File: src/rtl/core/assert_macros.svh
// assertion macros, empty when synthesized
`ifndef ASSERT_MACROS_SVH
`define ASSERT_MACROS_SVH

`ifndef SYNTHESIS
`define ADPCM_ASSERT(label, clk, rst_n, prop) \
    label: assert property (@(posedge clk) disable iff (!rst_n) (prop)) \
        else $error("adpcm assertion failed");
`define ADPCM_ASSERT_IMP(label, clk, rst_n, ante, cons) \
    label: assert property (@(posedge clk) disable iff (!rst_n) (ante) |-> (cons)) \
        else $error("adpcm implication failed");
`else
`define ADPCM_ASSERT(label, clk, rst_n, prop)
`define ADPCM_ASSERT_IMP(label, clk, rst_n, ante, cons)
`endif

`endif

File: src/rtl/core/adpcm_pkg.sv
`default_nettype none

package adpcm_pkg;

    localparam int CFG_W        = 64;
    localparam int CFG_IDX_W    = 3;
    localparam int SAMPLE_W     = 16;
    localparam int BYTE_W       = 8;
    localparam int NIB_W        = 4;
    localparam int EXP_W        = 4;
    localparam int PRED_W       = 3;
    localparam int FRAME_POS_W  = 3;
    localparam int COUNT_W      = 32;
    localparam int COEF_REGS    = 4;
    localparam int ACC_W        = 34;
    localparam int FRAC_SHIFT   = 11;
    localparam int ROUND_BIAS   = 1024;
    localparam int PROD_W       = 2 * SAMPLE_W;

    localparam logic [PRED_W-1:0]      PRED_MAX      = 3'd7;
    localparam logic [FRAME_POS_W-1:0] FRAME_HDR_POS = 3'd0;

    typedef enum logic [CFG_IDX_W-1:0] {
        CFG_COEF_01       = 3'd0,
        CFG_COEF_23       = 3'd1,
        CFG_COEF_45       = 3'd2,
        CFG_COEF_67       = 3'd3,
        CFG_START_HIST1   = 3'd4,
        CFG_START_HIST2   = 3'd5,
        CFG_SAMPLE_COUNT  = 3'd6
    } cfg_reg_t;

    typedef struct packed {
        logic signed [SAMPLE_W-1:0] c1;
        logic signed [SAMPLE_W-1:0] c2;
        logic signed [SAMPLE_W-1:0] hist1;
        logic signed [SAMPLE_W-1:0] hist2;
        logic        [EXP_W-1:0]    exponent;
    } pred_ctx_t;

endpackage

`default_nettype wire

File: src/rtl/core/dsp_adpcm_decoder_top.sv
// a data byte's first sample goes through the byte holding stage and the output word
// register, and out_stall can hold it between; its two codes are chained through one
// predictor unit, high nibble first; a header byte or a byte dropped after the stream
// ends gives no sample; reset clears coefficients, start histories, sample count and
// decoder state, not byte or output data; nothing decodes till sample_count is written
`default_nettype none

`include "assert_macros.svh"

module dsp_adpcm_decoder_top
    import adpcm_pkg::*;
(
    input  wire logic                  clk,
    input  wire logic                  rst_n,
    input  wire logic                  cfg_we,
    input  wire logic [CFG_IDX_W-1:0]  cfg_index,
    input  wire logic [CFG_W-1:0]      cfg_data,
    input  wire logic                  in_valid,
    output logic                       in_stall,
    input  wire logic [BYTE_W-1:0]     data_byte,
    output logic                       out_valid,
    input  wire logic                  out_stall,
    output logic signed [SAMPLE_W-1:0] pcm_sample,
    output logic                       last_of_byte,
    output logic                       end_of_stream
);

    logic [CFG_W-1:0]           coef_reg [COEF_REGS];
    logic [SAMPLE_W-1:0]        start_hist1_reg;
    logic [SAMPLE_W-1:0]        start_hist2_reg;
    logic [COUNT_W-1:0]         samples_left_reg;
    logic [FRAME_POS_W-1:0]     frame_pos_reg;
    logic [PRED_W-1:0]          pred_reg;
    logic [EXP_W-1:0]           exp_reg;
    logic signed [SAMPLE_W-1:0] hist1_reg;
    logic signed [SAMPLE_W-1:0] hist2_reg;

    logic                       item_valid_reg;
    logic [BYTE_W-1:0]          item_byte_reg;
    logic                       item_phase_reg;

    logic                       out_valid_reg;
    logic signed [SAMPLE_W-1:0] out_sample_reg;
    logic                       out_last_reg;
    logic                       out_eos_reg;

    logic                       out_free;
    logic                       is_drop;
    logic                       is_header;
    logic                       is_decode;
    logic                       out_load;
    logic                       last_one;
    logic                       item_done;
    logic                       in_take;
    logic [CFG_W-1:0]           coef_pair;
    logic [2*SAMPLE_W-1:0]      coef_half;
    logic [NIB_W-1:0]           code;
    pred_ctx_t                  ctx;
    logic signed [SAMPLE_W-1:0] calc_sample;

    always_comb
    begin
        out_free  = !out_valid_reg || !out_stall;
        is_drop   = (samples_left_reg == '0);
        is_header = (frame_pos_reg == FRAME_HDR_POS);
        is_decode = item_valid_reg && !is_drop && !is_header;
        out_load  = is_decode && out_free;
        last_one  = (samples_left_reg == COUNT_W'(1));
        item_done = item_valid_reg
                  && (is_drop || is_header || (out_load && (item_phase_reg || last_one)));
        in_stall  = item_valid_reg && !item_done;
        in_take   = in_valid && !in_stall;

        coef_pair = coef_reg[pred_reg[PRED_W-1:1]];
        coef_half = pred_reg[0] ? coef_pair[CFG_W-1:2*SAMPLE_W] : coef_pair[2*SAMPLE_W-1:0];
        code      = item_phase_reg ? item_byte_reg[NIB_W-1:0] : item_byte_reg[BYTE_W-1:NIB_W];

        ctx.c1       = coef_half[SAMPLE_W-1:0];
        ctx.c2       = coef_half[2*SAMPLE_W-1:SAMPLE_W];
        ctx.hist1    = hist1_reg;
        ctx.hist2    = hist2_reg;
        ctx.exponent = exp_reg;
    end

    adpcm_sample_calc u_calc
    (
        .ctx    (ctx),
        .code   (code),
        .sample (calc_sample)
    );

    // config, decoder state and the byte holding stage
    always_ff @(posedge clk or negedge rst_n)
    begin
        if (!rst_n)
        begin
            for (int i = 0; i < COEF_REGS; i++)
            begin
                coef_reg[i] <= '0;
            end
            start_hist1_reg  <= '0;
            start_hist2_reg  <= '0;
            samples_left_reg <= '0;
            frame_pos_reg    <= '0;
            pred_reg         <= '0;
            exp_reg          <= '0;
            hist1_reg        <= '0;
            hist2_reg        <= '0;
            item_valid_reg   <= 1'b0;
            item_phase_reg   <= 1'b0;
        end
        else
        begin
            if (cfg_we)
            begin
                case (cfg_reg_t'(cfg_index))
                    CFG_COEF_01, CFG_COEF_23, CFG_COEF_45, CFG_COEF_67:
                    begin
                        coef_reg[cfg_index[1:0]] <= cfg_data;
                    end
                    CFG_START_HIST1:
                    begin
                        start_hist1_reg <= cfg_data[SAMPLE_W-1:0];
                    end
                    CFG_START_HIST2:
                    begin
                        start_hist2_reg <= cfg_data[SAMPLE_W-1:0];
                    end
                    CFG_SAMPLE_COUNT:
                    begin
                        samples_left_reg <= cfg_data[COUNT_W-1:0];
                        frame_pos_reg    <= FRAME_HDR_POS;
                        pred_reg         <= '0;
                        exp_reg          <= '0;
                        hist1_reg        <= start_hist1_reg;
                        hist2_reg        <= start_hist2_reg;
                        item_phase_reg   <= 1'b0;
                    end
                    default:
                    begin
                    end
                endcase
            end
            else if (item_valid_reg && !is_drop)
            begin
                if (is_header)
                begin
                    pred_reg      <= item_byte_reg[BYTE_W-1] ? PRED_MAX
                                                             : item_byte_reg[BYTE_W-2:NIB_W];
                    exp_reg       <= item_byte_reg[EXP_W-1:0];
                    frame_pos_reg <= frame_pos_reg + FRAME_POS_W'(1);
                end
                else if (out_load)
                begin
                    hist2_reg        <= hist1_reg;
                    hist1_reg        <= calc_sample;
                    samples_left_reg <= samples_left_reg - COUNT_W'(1);
                    if (item_phase_reg || last_one)
                    begin
                        item_phase_reg <= 1'b0;
                        frame_pos_reg  <= frame_pos_reg + FRAME_POS_W'(1);
                    end
                    else
                    begin
                        item_phase_reg <= 1'b1;
                    end
                end
            end

            if (in_take)
            begin
                item_valid_reg <= 1'b1;
            end
            else if (item_done)
            begin
                item_valid_reg <= 1'b0;
            end
        end
    end

    always_ff @(posedge clk)
    begin
        if (in_take)
        begin
            item_byte_reg <= data_byte;
        end
        if (out_load)
        begin
            out_sample_reg <= calc_sample;
            out_last_reg   <= item_phase_reg || last_one;
            out_eos_reg    <= last_one;
        end
    end

    // output word register
    always_ff @(posedge clk or negedge rst_n)
    begin
        if (!rst_n)
        begin
            out_valid_reg <= 1'b0;
        end
        else if (out_load)
        begin
            out_valid_reg <= 1'b1;
        end
        else if (!out_stall)
        begin
            out_valid_reg <= 1'b0;
        end
    end

    assign out_valid     = out_valid_reg;
    assign pcm_sample    = out_sample_reg;
    assign last_of_byte  = out_last_reg;
    assign end_of_stream = out_eos_reg;

    `ADPCM_ASSERT_IMP(a_eos_is_last, clk, rst_n, out_valid_reg, !out_eos_reg || out_last_reg)
    `ADPCM_ASSERT_IMP(a_phase_mid_frame, clk, rst_n, item_phase_reg, frame_pos_reg != FRAME_HDR_POS)
    `ADPCM_ASSERT_IMP(a_no_word_when_done, clk, rst_n, samples_left_reg == '0, !out_load)

endmodule

`default_nettype wire

File: src/rtl/core/adpcm_sample_calc.sv
`default_nettype none

module adpcm_sample_calc
    import adpcm_pkg::*;
(
    input  var pred_ctx_t                  ctx,
    input  wire logic [NIB_W-1:0]          code,
    output logic signed [SAMPLE_W-1:0]     sample
);

    localparam logic signed [ACC_W-1:0] SAT_MAX = ACC_W'(32767);
    localparam logic signed [ACC_W-1:0] SAT_MIN = -ACC_W'(32768);
    localparam logic signed [ACC_W-1:0] RND     = ACC_W'(ROUND_BIAS);

    logic signed [ACC_W-1:0]  nib_ext;
    logic signed [ACC_W-1:0]  scaled;
    logic signed [PROD_W-1:0] prod1;
    logic signed [PROD_W-1:0] prod2;
    logic signed [ACC_W-1:0]  acc;
    logic signed [ACC_W-1:0]  shifted;

    always_comb
    begin
        nib_ext = {{(ACC_W-NIB_W){code[NIB_W-1]}}, code};
        scaled  = (nib_ext <<< ctx.exponent) <<< FRAC_SHIFT;
        prod1   = ctx.c1 * ctx.hist1;
        prod2   = ctx.c2 * ctx.hist2;
        acc     = scaled + RND
                + {{(ACC_W-PROD_W){prod1[PROD_W-1]}}, prod1}
                + {{(ACC_W-PROD_W){prod2[PROD_W-1]}}, prod2};
        shifted = acc >>> FRAC_SHIFT;
        if (shifted > SAT_MAX)
        begin
            sample = SAT_MAX[SAMPLE_W-1:0];
        end
        else if (shifted < SAT_MIN)
        begin
            sample = SAT_MIN[SAMPLE_W-1:0];
        end
        else
        begin
            sample = shifted[SAMPLE_W-1:0];
        end
    end

endmodule

`default_nettype wire
File: config.mk
export PLATFORM = sky130hd
export DESIGN_NAME = dsp_adpcm_decoder_top
export DESIGN_NICKNAME = d
export VERILOG_FILES = /design/src/rtl/core/adpcm_pkg.sv /design/src/rtl/core/dsp_adpcm_decoder_top.sv /design/src/rtl/core/adpcm_sample_calc.sv
export VERILOG_INCLUDE_DIRS = /design/src /design/src/rtl/core
export SDC_FILE = /design/constraint.sdc
export NUM_CORES = 2
export LEC_CHECK = 0
export BUFFER_PORTS_ARGS = -buffer_cell sky130_fd_sc_hd__buf_4
export CAP_MARGIN = 20
export CELL_PAD_IN_SITES_DETAIL_PLACEMENT = 0
export CELL_PAD_IN_SITES_GLOBAL_PLACEMENT = 1
export CORE_ASPECT_RATIO = 2
export CORE_MARGIN = 2
export CORE_UTILIZATION = 52
export DETAILED_ROUTE_END_ITERATION = 16
export PLACE_DENSITY_LB_ADDON = 0.1
export SYNTH_ARGS = -nofsm -noshare
export SYNTH_HDL_FRONTEND = slang
export SYNTH_SLANG_ARGS = --single-unit
File: constraint.sdc
create_clock -name clk -period 12.3 [get_ports clk]
set_input_delay 1.845 -clock clk [delete_from_list [all_inputs] [get_ports clk]]
set_output_delay 1.845 -clock clk [all_outputs]
set_load 0.02 [all_outputs]
==> flow_results.org <==
** Outcome
- Outcome :: complete, no violations

** Yosys
- Sequential element share of the synthesized area :: 0.249
- Each instance of the synthesized netlist takes up on average between 10 and 15 um^2.
- Syn_nets :: 4590
- Most common flop cell mapped by yosys :: dfrtp_1
- Synthesized instance count :: between 3000 and 4000
- For this run, the number of Yosys warnings is 0.
- Simple-gate portion of the synthesized area :: 0.114
- Adder-cell area share of the yosys netlist :: 0.340
- Distinct cells, synth :: 78
- Fraction of synthesis flops using an asynchronous set or reset pin :: 0.934
- Counting flops and latches in the post-synthesis netlist gives 391.
- Of the total synthesized cell area, the portion taken by XOR and XNOR cells is 0.0196.
- The portion of synthesized area spent on multiplexers is 0.135.
- The complex-gate fraction of the synthesized area was 0.0645.
- Number of synthesized flops with an enable pin :: 26
- After synthesis, the largest family of logic cells by area is adder cells.
- The cell area that synthesis handed to floorplanning was 39800 um^2.

** Cells and area
- 0 antenna diodes ended up in the layout.
- Largest register FFs :: 256
- Area overhead of the layout relative to synthesis :: 8.24%
- Total number of nets in the final design :: around 4600
- After filler insertion, the fill cell instance count of the layout stands at 6726.
- Of the cells placed in the final design, the portion with a size suffix greater than 1 is 0.176.
- Across the whole layout, storage elements account for slightly below 10000 um^2.
- Multi-input logic area :: about 27000 um^2
- Summing all non-filler instances in the final layout gives an area of between 40000 and 50000 um^2.

** GRT
- In the global route stage, overall resource usage came out at 0.338.
- Pin count of the biggest net entering global routing :: 97
- The via count of the first global-routing pass was just over 30000.
- The first global-routing pass estimated approximately 190000 um of wire.
- Initial antenna violation count :: 11
- The total overflow left after global routing is 0.

** Timing
- Final critical delay including setup and external delays :: roughly 12000 ps
- Worst Max-Slew Pin Slew :: between 1000 and 1500 ps
- In this run the tightest slew margin relative to its limit is 0.235.
- Number of failing setup endpoints in the final timing report :: 0
- Final worst hold slack :: between 500 and 600 ps
- Setup repair after global routing left no endpoint under its margin.
- Hold violation count in the final report :: 0
- Achievable frequency :: 85.1 MHz
- Post-route fraction of the period consumed by the critical path :: 0.955
- Final count of pins violating max slew :: 0
- Clock skew on the completed layout was measured at about 37 ps.

** Floorplanning
- Height of the die :: approximately 400 um
- Core Box Area :: between 70000 and 80000 um^2
- Ports placed on the boundary :: 100
- The initial utilization of the core area, before any placement, comes to 0.525.
- Area enclosed by the die boundary :: a little under 80000 um^2
- The die is 200 um wide.
- In this run the core area contains 143 standard-cell rows.

** Critical path
- STA classifies the critical path startpoint as a register.
- Largest fanout of any net on the critical path :: 18
- For this design, the slowest cell found on the critical path is fa_1.
- On the worst path, the slowest cell contributes a delay of roughly 540 ps.
- CP arrival :: between 10000 and 15000 ps
- The worst register-to-register path begins at pred_reg[1].
- The most critical setup path has its startpoint at pred_reg[1].
- The setup path with the least slack is of type register to register.
- Most frequent cell on the critical path :: fa_1
- Data required time at the worst endpoint :: between 10000 and 15000 ps
- Capturing element type of the critical path :: register

** CTS
- Clock tree synthesis selected as its root buffer the cell clkbuf_16.
- The number of clock buffers added by TritonCTS is 35.
- Hold-fix buffers at CTS :: 0
- The clock net in this run drives a total of a little under 400 sinks.
- TritonCTS built the clock tree.
- Clock-pin slew was measured on the worst setup and hold paths at ~80 ps.
- Clock latency on the worst-skew pair :: around 580 ps
- CTS built an H-tree with a depth of 2.
- Buffers from clock root to sink, at most :: 3

** Drt
- Via count :: between 20000 and 30000
- The first TritonRoute pass finished after 6 iterations.
- Detailed-route DRC error count :: 0
- In the routed layout, each cell is associated on average with a via count of 5.76.
- The routed design has about 130000 um of wire.
- In this run the remaining antenna-violating nets after routing total 0.
- After detailed routing, the average wire length per cell comes to roughly 26 um.
- After the first detailed-routing iteration, the DRC count stood at ~1300.

** Place
- Sum of net half-perimeters after detailed placement :: 101000 um
- The congestion estimate from routability-driven global placement came to 0.994.
- Placed standard-cell area :: roughly 42000 um^2
- Input and output buffers added on the ports amount to 99.

** Min path
- Hold wc startpoint :: coef_reg[241]
- The worst hold path belongs to the class register to register.

** Flow run
- Maxcap violations :: 0
-- synth_stat cells, drive strengths merged (7+ instances only) --
master | n | area, um^2
mux2i | 29 | 315
edfxtp | 26 | 781
or2 | 14 | 87.6
buf | 16 | 100
xor2 | 28 | 245
nor3 | 27 | 135
a21o | 38 | 285
and3 | 15 | 93.8
nand4 | 9 | 56.3
ha | 209 | 2620
nand3 | 46 | 230
nor3b | 7 | 52.6
mux4 | 65 | 1460
nand2 | 325 | 1270
a31oi | 25 | 213
mux2 | 319 | 3590
nor2 | 105 | 394
o21bai | 13 | 97.6
fa | 545 | 10900
clkbuf | 145 | 544
o21ai | 103 | 515
o211ai | 7 | 57.6
dfrtp | 365 | 9130
xnor2 | 61 | 534
or3 | 17 | 106
nand2b | 42 | 263
o22ai | 31 | 194
a21oi | 111 | 559
a211oi | 8 | 72.6
nor2b | 70 | 438
inv | 653 | 2450
o21a | 9 | 67.6
and2 | 191 | 1190
-- per-layer routing --
metal  vias up  GRT usage  routed length [um]
met4        14      0.261               12500
met2       788      0.618               68400
met1     14499      0.334               40400
met3       418     0.0541                5960
li1      12133          -                   -
met5         -          0                  86
-- per-stage QoR --
stage	utilization	cells	worst slack [ps]	setup TNS [ps]
after global routing	0.568	4839	163	0
after global placement	0.550	4763	190	0
after floorplan	-	3756	1590	0
after detailed placement	0.550	4764	-29.1	-236
after CTS	0.566	4828	247	0
final	0.568	4839	552	0
-- area by class of cell --
type                       instances  area share
multi-input combinational       2550       0.624
timing repair buffer             165      0.0307
tap                             1015      0.0295
clock inverter                    22     0.00668
sequential                       391       0.230
clock buffer                      42      0.0216
inverter                         654      0.0570
-- path summary, 6_finish.rpt --
kind	cells past startpoint	endpoint	slack, ps
min reg2reg	1	coef_reg[241]	500
max reg2reg	41	hist1_reg[5]	550
min in group asynchronous	1	exp_reg[0]	1260
max	41	hist1_reg[5]	550
max in group asynchronous	3	coef_reg[160]	8660
min	1	coef_reg[241]	500
-- critical path, delay by kind of cell, from the launching register on --
kind	cells	cell delay [ps]
adder cells (fa/ha/maj)	9	4260
AO/OA/AOI/OAI	14	3390
AND/OR/NAND/NOR	8	1370
multiplexers	2	980
buffers and inverters	7	810
flip-flops	1	530
XOR/XNOR	1	250
-- cells in the final DEF (no fill, tap or decap), drive strengths merged, types with 105 or more instances in the layout --
cell	instances
a21oi	111
nand2	325
fa	545
ha	209
mux2	319
and2	191
nor2	105
buf	165
inv	654
dfrtp	365
-- cells by family after synthesis --
family	Yosys count
AOI/OAI and AO/OA	400
xor gates and xnor gates	89
adders and majority gates	754
buffers and inverters	815
DFF	391
muxes	413
and+or+nand+nor	894
-- what timing repair did --
item / CTS / global route
setup endpoints to repair: 10 / 30
pin swaps: 0 / 0
gates resized for setup: 1 / 3
setup buffers: 0 / 9
Power is not shown: default switching activity piles up to over one toggle a cycle in this logic, so the estimate is an artifact.
